File: src/hdl/filtered_sorted_topk_list_core_defines.svh
// ----------------------------------------------------------------------------
// filtered sorted top-k list: assertion macros
// shared property forms for the checks at the end of the top level
// ----------------------------------------------------------------------------
`ifndef FILTERED_SORTED_TOPK_LIST_CORE_DEFINES_SVH
`define FILTERED_SORTED_TOPK_LIST_CORE_DEFINES_SVH

// same-cycle implication, disabled while reset is low
`define FTK_ASSERT_IMP(label, ante, cons) \
    label: assert property (@(posedge i_clk) disable iff (!i_rst_n) (ante) |-> (cons)) \
        else $error("ftk check failed");

// next-cycle implication, disabled while reset is low
`define FTK_ASSERT_NXT(label, ante, cons) \
    label: assert property (@(posedge i_clk) disable iff (!i_rst_n) (ante) |=> (cons)) \
        else $error("ftk check failed");

`endif

File: src/hdl/ftk_pkg.sv
// ----------------------------------------------------------------------------
// ftk_pkg
// widths, codes and shared types of the filtered sorted top-k list
// ----------------------------------------------------------------------------
package ftk_pkg;

    localparam int LIST_DEPTH_DEF = 32;
    localparam int HARD_CAP       = 32;

    localparam int TAG_W   = 16;
    localparam int PRICE_W = 32;
    localparam int CTX_W   = 26;
    localparam int CNT_W   = 6;
    localparam int RANK_W  = 5;
    localparam int LIM_W   = 6;

    localparam int CFG_IDX_W  = 1;
    localparam int CFG_DATA_W = 26;

    localparam logic [CFG_IDX_W-1:0] CFG_MIN_CTX  = 1'd0;
    localparam logic [CFG_IDX_W-1:0] CFG_KEEP_LIM = 1'd1;

    localparam int IN_DATA_W  = 80;
    localparam int OUT_DATA_W = 56;

    // request kinds carried in the request tuser bit
    typedef enum logic {
        REQ_OFFER = 1'b0,
        REQ_DUMP  = 1'b1
    } t_req_kind;

    typedef logic        [TAG_W-1:0]   t_tag;
    typedef logic signed [PRICE_W-1:0] t_price;

    // broadcast from the control to every cell of the chain
    typedef struct packed {
        logic             offer_en;
        logic             dump_shift;
        logic             count_lt_cap;
        logic [CNT_W-1:0] count;
        logic [CNT_W-1:0] cap;
        t_price           price;
        t_tag             tag;
    } t_cell_ctrl;

endpackage

File: src/hdl/ftk_cell.sv
// ----------------------------------------------------------------------------
// ftk_cell
// one slot of the sorted chain: compare, insert, shift down or shift up
// ----------------------------------------------------------------------------
module ftk_cell
    import ftk_pkg::*;
#(
    parameter int CELL_IDX = 0
) (
    input  logic       i_clk,
    input  t_cell_ctrl i_ctrl,
    input  logic       i_prev_hit,
    input  t_price     i_prev_price,
    input  t_tag       i_prev_tag,
    input  t_price     i_next_price,
    input  t_tag       i_next_tag,
    output logic       o_hit,
    output t_price     o_price,
    output t_tag       o_tag
);

    localparam logic [CNT_W:0] IDX = (CNT_W+1)'(CELL_IDX);

    t_price r_price, n_price;
    t_tag   r_tag, n_tag;

    logic [CNT_W:0] w_count;
    logic [CNT_W:0] w_cap;
    logic           w_in_rng;
    logic           w_ins;
    logic           w_shift;
    logic           w_below_last;

    assign w_count  = {1'b0, i_ctrl.count};
    assign w_cap    = {1'b0, i_ctrl.cap};
    assign w_in_rng = (IDX < w_count) && (IDX < w_cap);
    assign o_hit    = w_in_rng && (i_ctrl.price < r_price);

    // kept entries stay sorted, so hits form one run; its head takes the offer, else the fill point below the cap
    assign w_ins = i_ctrl.offer_en &&
                   ((o_hit && !i_prev_hit) ||
                    ((IDX == w_count) && i_ctrl.count_lt_cap && !i_prev_hit));

    // shifting stops at the fill point, or at the cap when full
    assign w_below_last = i_ctrl.count_lt_cap ? (IDX <= w_count) : (IDX < w_cap);
    assign w_shift      = i_ctrl.offer_en && i_prev_hit && w_below_last;

    always_comb begin
        n_price = r_price;
        n_tag   = r_tag;
        if (w_ins) begin
            n_price = i_ctrl.price;
            n_tag   = i_ctrl.tag;
        end else if (w_shift) begin
            n_price = i_prev_price;
            n_tag   = i_prev_tag;
        end else if (i_ctrl.dump_shift) begin
            n_price = i_next_price;
            n_tag   = i_next_tag;
        end
    end

    always_ff @(posedge i_clk) begin
        r_price <= n_price;
        r_tag   <= n_tag;
    end

    assign o_price = r_price;
    assign o_tag   = r_tag;

endmodule

File: src/hdl/filtered_sorted_topk_list_core.sv
// ----------------------------------------------------------------------------
// filtered_sorted_topk_list_core
// top-k candidate list kept sorted by ascending price in a chain of cells
// ----------------------------------------------------------------------------
// Offers pass a filter (tool capable, not excluded, context at least
// min_context unless that is zero, price not negative) and are placed in a
// chain of LIST_DEPTH cells: every cell compares the offered price with its
// own, the head of the run of higher prices takes the offer and the cells
// behind it take their left neighbor, so equal prices keep arrival order and
// the tail entry drops off when the list holds K = min(keep_limit, LIST_DEPTH,
// 32) entries. Offers are taken one per cycle back to back while no dump
// streams out. Once a dump request is accepted, the n kept entries stream out
// (a single result flagged empty when nothing is kept) while the chain shifts
// one entry into cell 0 per cycle toward the single output register; the
// stream slows with master-side backpressure, and no request is taken until the
// last result is loaded. After the dump the list is empty. Cell contents need
// no clearing pass at reset: only entries below the fill count are ever read.
// ----------------------------------------------------------------------------
`include "filtered_sorted_topk_list_core_defines.svh"

module filtered_sorted_topk_list_core
    import ftk_pkg::*;
#(
    parameter int LIST_DEPTH = LIST_DEPTH_DEF
) (
    input  logic                  i_clk,
    input  logic                  i_rst_n,
    // configuration write port
    input  logic                  i_cfg_we,
    input  logic [CFG_IDX_W-1:0]  i_cfg_idx,
    input  logic [CFG_DATA_W-1:0] i_cfg_data,
    // request stream
    input  logic                  s_axis_tvalid,
    output logic                  s_axis_tready,
    // model_tag[15:0], has_tools[16], excluded[17], ctx_len[43:18],
    // price[75:44], zero fill up to bit 79
    input  logic [IN_DATA_W-1:0]  s_axis_tdata,
    // req_type[0]
    input  logic                  s_axis_tuser,
    // result stream
    output logic                  m_axis_tvalid,
    input  logic                  m_axis_tready,
    // entry_tag[15:0], entry_price[47:16], entry_rank[52:48], zero fill to bit 55
    output logic [OUT_DATA_W-1:0] m_axis_tdata,
    // list_empty[0]
    output logic                  m_axis_tuser,
    // last result of a dump
    output logic                  m_axis_tlast
);

    localparam int CAP_MAX = (LIST_DEPTH < HARD_CAP) ? LIST_DEPTH : HARD_CAP;
    localparam logic [CNT_W-1:0] CAP_LIM = CNT_W'(CAP_MAX);

    localparam logic ST_IDLE = 1'b0;
    localparam logic ST_DUMP = 1'b1;

    // configuration
    logic [CTX_W-1:0]  r_min_ctx;
    logic [LIM_W-1:0]  r_keep_lim;

    // control state
    logic              r_state,  n_state;
    logic [CNT_W-1:0]  r_count,  n_count;
    logic [CNT_W-1:0]  r_n,      n_n;
    logic [RANK_W-1:0] r_rank,   n_rank;

    // output register
    logic              r_ovalid, n_ovalid;
    t_tag              r_otag,   n_otag;
    t_price            r_oprice, n_oprice;
    logic [RANK_W-1:0] r_orank,  n_orank;
    logic              r_oempty, n_oempty;
    logic              r_olast,  n_olast;

    // request fields
    t_tag              w_tag;
    logic              w_tool;
    logic              w_excl;
    logic [CTX_W-1:0]  w_ctx;
    t_price            w_price;

    logic              w_accept;
    logic              w_pass;
    logic              w_offer_en;
    logic [CNT_W-1:0]  w_cap;
    logic              w_count_lt_cap;
    logic              w_load;
    logic              w_dump_last;
    logic              w_dump_shift;

    t_cell_ctrl        w_ctrl;

    logic              w_hit   [LIST_DEPTH];
    t_price            w_cprice[LIST_DEPTH];
    t_tag              w_ctag  [LIST_DEPTH];

    assign w_tag   = s_axis_tdata[15:0];
    assign w_tool  = s_axis_tdata[16];
    assign w_excl  = s_axis_tdata[17];
    assign w_ctx   = s_axis_tdata[43:18];
    assign w_price = s_axis_tdata[75:44];

    // requests are held off only while a dump streams out
    assign s_axis_tready = (r_state == ST_IDLE);
    assign w_accept      = s_axis_tvalid && s_axis_tready;

    // candidate filter
    assign w_pass = w_tool && !w_excl && !w_price[PRICE_W-1] &&
                    !((r_min_ctx != '0) && (w_ctx < r_min_ctx));
    assign w_offer_en = w_accept && (s_axis_tuser == REQ_OFFER) && w_pass;

    // list size: keep_limit saturated at the chain length and the hard cap
    assign w_cap          = (r_keep_lim > CAP_LIM) ? CAP_LIM : r_keep_lim;
    assign w_count_lt_cap = (r_count < w_cap);

    // dump sequencing: one entry into the output register per free slot
    assign w_load       = (r_state == ST_DUMP) && (!r_ovalid || m_axis_tready);
    assign w_dump_last  = (({1'b0, r_rank} + 1'b1) == r_n);
    assign w_dump_shift = w_load && (r_n != '0);

    assign w_ctrl.offer_en     = w_offer_en;
    assign w_ctrl.dump_shift   = w_dump_shift;
    assign w_ctrl.count_lt_cap = w_count_lt_cap;
    assign w_ctrl.count        = r_count;
    assign w_ctrl.cap          = w_cap;
    assign w_ctrl.price        = w_price;
    assign w_ctrl.tag          = w_tag;

    // chain of cells: left neighbor feeds insertion shifts, right one feeds dumps
    for (genvar gi = 0; gi < LIST_DEPTH; gi++) begin : g_cell
        logic   w_prev_hit;
        t_price w_prev_price;
        t_tag   w_prev_tag;
        t_price w_next_price;
        t_tag   w_next_tag;

        if (gi == 0) begin : g_head
            assign w_prev_hit   = 1'b0;
            assign w_prev_price = w_price;
            assign w_prev_tag   = w_tag;
        end else begin : g_body
            assign w_prev_hit   = w_hit[gi-1];
            assign w_prev_price = w_cprice[gi-1];
            assign w_prev_tag   = w_ctag[gi-1];
        end

        if (gi == LIST_DEPTH - 1) begin : g_tail
            assign w_next_price = w_cprice[gi];
            assign w_next_tag   = w_ctag[gi];
        end else begin : g_mid
            assign w_next_price = w_cprice[gi+1];
            assign w_next_tag   = w_ctag[gi+1];
        end

        ftk_cell #(
            .CELL_IDX (gi)
        ) u_cell (
            .i_clk        (i_clk),
            .i_ctrl       (w_ctrl),
            .i_prev_hit   (w_prev_hit),
            .i_prev_price (w_prev_price),
            .i_prev_tag   (w_prev_tag),
            .i_next_price (w_next_price),
            .i_next_tag   (w_next_tag),
            .o_hit        (w_hit[gi]),
            .o_price      (w_cprice[gi]),
            .o_tag        (w_ctag[gi])
        );
    end

    // next-state logic for control and the output register
    always_comb begin
        n_state  = r_state;
        n_count  = r_count;
        n_n      = r_n;
        n_rank   = r_rank;
        n_ovalid = r_ovalid;
        n_otag   = r_otag;
        n_oprice = r_oprice;
        n_orank  = r_orank;
        n_oempty = r_oempty;
        n_olast  = r_olast;

        if (r_ovalid && m_axis_tready) begin
            n_ovalid = 1'b0;
        end

        unique case (r_state)
            ST_IDLE: begin
                if (w_offer_en && w_count_lt_cap) begin
                    n_count = r_count + 1'b1;
                end
                if (w_accept && (s_axis_tuser != REQ_OFFER)) begin
                    n_state = ST_DUMP;
                    n_n     = r_count;
                    n_rank  = '0;
                end
            end
            ST_DUMP: begin
                if (w_load) begin
                    n_ovalid = 1'b1;
                    if (r_n == '0) begin
                        // nothing kept: a single flagged result
                        n_otag   = '0;
                        n_oprice = '0;
                        n_orank  = '0;
                        n_oempty = 1'b1;
                        n_olast  = 1'b1;
                        n_state  = ST_IDLE;
                        n_count  = '0;
                    end else begin
                        n_otag   = w_ctag[0];
                        n_oprice = w_cprice[0];
                        n_orank  = r_rank;
                        n_oempty = 1'b0;
                        n_olast  = w_dump_last;
                        if (w_dump_last) begin
                            n_state = ST_IDLE;
                            n_count = '0;
                        end else begin
                            n_rank = r_rank + 1'b1;
                        end
                    end
                end
            end
            default: begin
                n_state = ST_IDLE;
            end
        endcase
    end

    always_ff @(posedge i_clk) begin
        if (!i_rst_n) begin
            r_min_ctx  <= '0;
            r_keep_lim <= LIM_W'(HARD_CAP);
            r_state    <= ST_IDLE;
            r_count    <= '0;
            r_n        <= '0;
            r_rank     <= '0;
            r_ovalid   <= 1'b0;
        end else begin
            if (i_cfg_we) begin
                unique case (i_cfg_idx)
                    CFG_MIN_CTX:  r_min_ctx  <= i_cfg_data[CTX_W-1:0];
                    CFG_KEEP_LIM: r_keep_lim <= i_cfg_data[LIM_W-1:0];
                    default: ;
                endcase
            end
            r_state  <= n_state;
            r_count  <= n_count;
            r_n      <= n_n;
            r_rank   <= n_rank;
            r_ovalid <= n_ovalid;
        end
    end

    // payload of the output register, no reset
    always_ff @(posedge i_clk) begin
        r_otag   <= n_otag;
        r_oprice <= n_oprice;
        r_orank  <= n_orank;
        r_oempty <= n_oempty;
        r_olast  <= n_olast;
    end

    assign m_axis_tvalid = r_ovalid;
    assign m_axis_tdata  = {3'b000, r_orank, r_oprice, r_otag};
    assign m_axis_tuser  = r_oempty;
    assign m_axis_tlast  = r_olast;

    // fill count never passes the largest list size
    `FTK_ASSERT_IMP(a_count_bound, 1'b1, r_count <= CAP_LIM)
    // an accepted dump starts streaming from rank zero with the count captured
    `FTK_ASSERT_NXT(a_dump_start, w_accept && (s_axis_tuser != REQ_OFFER),
                    (r_state == ST_DUMP) && (r_rank == '0))
    // the empty marker only ever comes as the single, final result
    `FTK_ASSERT_IMP(a_empty_last, r_ovalid && r_oempty, r_olast && (r_orank == '0))
    // loading the final result of a dump leaves the list empty and idle
    `FTK_ASSERT_NXT(a_dump_clears, w_load && ((r_n == '0) || w_dump_last),
                    (r_count == '0) && (r_state == ST_IDLE))

endmodule
File: config.mk
export PLATFORM = sky130hd
export DESIGN_NAME = filtered_sorted_topk_list_core
export DESIGN_NICKNAME = d
export VERILOG_FILES = /design/src/hdl/ftk_pkg.sv /design/src/hdl/ftk_cell.sv /design/src/hdl/filtered_sorted_topk_list_core.sv
export VERILOG_INCLUDE_DIRS = /design/src /design/src/hdl
export SDC_FILE = /design/constraint.sdc
export NUM_CORES = 2
export LEC_CHECK = 0
export BUFFER_PORTS_ARGS = -buffer_cell sky130_fd_sc_hd__buf_2
export CAP_MARGIN = 20
export CORE_MARGIN = 5
export CORE_UTILIZATION = 25
export DETAILED_ROUTE_END_ITERATION = 8
export REMOVE_ABC_BUFFERS = 1
export SLEW_MARGIN = 20
export SYNTH_ARGS = -nofsm -noshare
export SYNTH_HDL_FRONTEND = slang
export SYNTH_SLANG_ARGS = --single-unit
File: constraint.sdc
create_clock -name i_clk -period 7.4 [get_ports i_clk]
set_input_delay 0.74 -clock i_clk [delete_from_list [all_inputs] [get_ports i_clk]]
set_output_delay 0.74 -clock i_clk [all_outputs]
set_load 0.05 [all_outputs]
==> summary.txt <==
Detailed routing
  – 1st-pass router iterations: 6
  – 1st-iter DRT viols: 5,607
  – Final WL: 311,000 um
  – Wirelength per Cell: 19.4 um
  – Post-route DRC: 0
  – Via count: 77,600
  – Final ANT Viol Nets: 0
  – DR vias/cell: 4.83

Timing
  – Tightest Pin Transition: 1.10 ns
  – Fin crit share: 75.4%
  – Fin Clk Skew: roughly 0.10 ns
  – Final WS setup: 1.82 ns
  – Final hold vios: 0
  – RSZ-0062 raised after global routing: no
  – Final min period: 5.58 ns
  – Slew Limit Fails: 0
  – Max Freq: 179 MHz
  – Final setup viols: 0
  – Slew HR: 26.9%
  – Worst hold slack: 0.136 ns

Placement
  – GPL Wtd Cong: 0.902
  – HPWL Detailed: 239,000 um
  – Port Buf Inserts: 165
  – DP Worst Slack: 1.44 ns

Run
  – Max-cap violations: 0

Synthesis
  – Seq cells post-synth: 1,642
  – Sequential fraction of the synthesis area: 44.7%
  – Yosys warnings: 0
  – Post-Syn Area: around 110,000 um^2
  – Netlist cell types: 89
  – Ys flop type: edfxtp_1
  – Avg Synthesized Cell Area: 10.7 um^2
  – EDFF count, synth: 1,591
  – Mapped Cells: 10,200
  – Ys async rst share: 0%

Die
  – Initial Util: between 20% and 30%
  – Number of I/O pins: 173
  – Core area: between 400,000 and 500,000 um^2
  – Core Rows: roughly 240
  – Die area: 450,000 um^2
  – Die W: 671 um
  – Die extent in y: about 670 um

Critical path
  – Worst Path Max Fanout: 53
  – CP Launch Type: flip-flop
  – CP Capture Type: flip-flop
  – Kind of critical path: reg2reg
  – CP required: 7.97 ns
  – Crit path DAT: 6.14 ns

Layout
  – Final nets: 11,300
  – Proportion of layout cells with a drive suffix above 1: 14.2%
  – Area grow syn2layout: 12.9%
  – Fillers: 44,800
  – Leading cell type in the layout, fill and taps excluded: edfxtp_1
  – Most frequent cells in the layout: 1,591 x edfxtp_1, 1,106 x mux2i_1, 1,073 x inv_1

Clock network
  – Clock sink count: between 1,500 and 2,000
  – Clk buf depth: 4
  – TritonCTS clock tree: done
  – Worst skew pair latency: 0.90 ns
  – CTS buffer count: 190
  – CTS resizes: 0
  – H-tree Lvls: 4
  – Root Driver: clkbuf_16
  – Reg clk slew, reported paths: 0.06 ns
  – Hold-fix buffers, CTS: 0
  – Post-CTS setup buffers: 0

Power and ir drop
  – Seq pwr share: 49.2%
  – Switching share of power: 23.6%
  – Maximum vdd drop: around 180 uV
  – Switching power: about 4.8 mW
  – Power density cells: 166 nW/um^2
  – Internal power: 15.7 mW
  – Comb pwr share: 5.8%
  – Leak: 46.4 nW
  – Clock share of power: 45.1%

Global routing
  – Number of global-route vias before repair: 76,200
  – Largest net degree at the start of global routing: 97
  – GRT Overall Usage: between 10% and 20%
  – First-pass GRT wire length: 472,000 um
  – Final global-route overflow total: 0
  – Initial antenna violation count: 27

Hold path
  – Hold crit path type: in2reg

Run status
  – Outcome: completed
state kept, by name, indices dropped and copies added, names as in the netlist, 6 cells and up:
signal and cells:
r_min_ctx 26, r_count 6, r_otag 16, r_oprice 32
g_cell.u_cell.o_tag 512, r_n 6, r_keep_lim 6, g_cell.u_cell.o_price 1024
layer usage:
metal  GRT usage, %  vias up  wire length (um)  part of all wire [%]
li1               -    37400                 -                     -
met2           22.4     1847            146000                    47
met5              0        -                41                 0.013
met4           4.65        8             11800                   3.8
met1           17.1    37800            137000                    44
met3           1.91      500             15700                   5.1
cell usage after synthesis (47+ instances only):
library cell | count | area [um^2]
a211oi_1 | 55 | 413
a21o_1 | 144 | 1080
a21oi_1 | 710 | 3550
buf_1 | 54 | 203
buf_2 | 160 | 801
clkbuf_1 | 415 | 1560
dfxtp_1 | 51 | 1020
edfxtp_1 | 1591 | 47800
ha_1 | 1028 | 12900
inv_1 | 1074 | 4030
mux2_2 | 492 | 5540
mux2i_1 | 1106 | 11100
nand2_1 | 693 | 2600
nand2b_1 | 147 | 920
nand3_1 | 139 | 696
nand4_1 | 124 | 776
nor2_1 | 566 | 2120
nor3_1 | 78 | 390
o21a_1 | 105 | 788
o21ai_0 | 472 | 2360
o221a_2 | 164 | 1850
o22ai_1 | 50 | 313
o32a_1 | 47 | 470
cell type report:
class	count	area, um^2	area share [%]
clock inverters	106	898	0.728
repair buffers	414	3270	2.65
flip-flops and latches	1642	48800	39.6
diodes	11	27.5	0.0223
well taps	5734	7170	5.82
clock buffers	222	4900	3.97
inverters	1076	4040	3.28
multi-input cells	6855	54200	44.0
critical path, stage by stage (launching register included):
cell	delay, ns
dfxtp_1	0.71
nand2b_1	0.46
ha_1	0.32
o21ai_0	0.15
o21ai_1	0.13
a21boi_4	0.17
buf_4	0.55
nand4_1	0.52
nor3_1	0.69
nor2_1	0.12
or3_2	0.50
buf_4	0.30
mux2_1	0.47
per-stage QoR:
step                      cell area, um^2   TNS, ns  util [%]  std cells  power (mW)
after detailed placement           118000         0      27.0      15700        11.5
after CTS                          123000         0      28.3      16000        20.8
after global placement             118000         0      27.0      15700        11.4
after floorplan                    107000  -1879.88         -       9573        10.9
after global routing               123000         0      28.3      16100        21.3
final                              123000         0      28.4      16100        20.5
power groups by stage:
stage	Sequential, mW	Clock (mW)	Combinational (mW)
floorplan	10.3	0	0.529
global placement	10.3	0	1.15
detailed placement	10.3	0	1.18
CTS	10.1	9.52	1.18
global route	10.1	9.87	1.31
finish	10.1	9.25	1.18
cells by family after synthesis:
group | share of synthesized area [%]
xor gates and xnor gates | 0.0882
muxes | 15.9
and+or+nand+nor | 8.51
buffers and inverters | 6.16
AOI/OAI and AO/OA | 12.9
DFF | 44.7
other | 0.00343
adders and majority gates | 11.8
final timing paths:
kind / start / depth (start not counted) / end / slack [ns]
min reg2reg: r_min_ctx[23] / 2 / r_min_ctx[23] / 0.48
max: r_keep_lim[5] / 12 / g_cell[31].u_cell.o_tag[11] / 1.82
min: i_cfg_data[15] / 3 / r_min_ctx[15] / 0.14
max reg2reg: r_keep_lim[5] / 12 / g_cell[31].u_cell.o_tag[11] / 1.82
No activity file was read; power rests on OpenSTA's default activity.
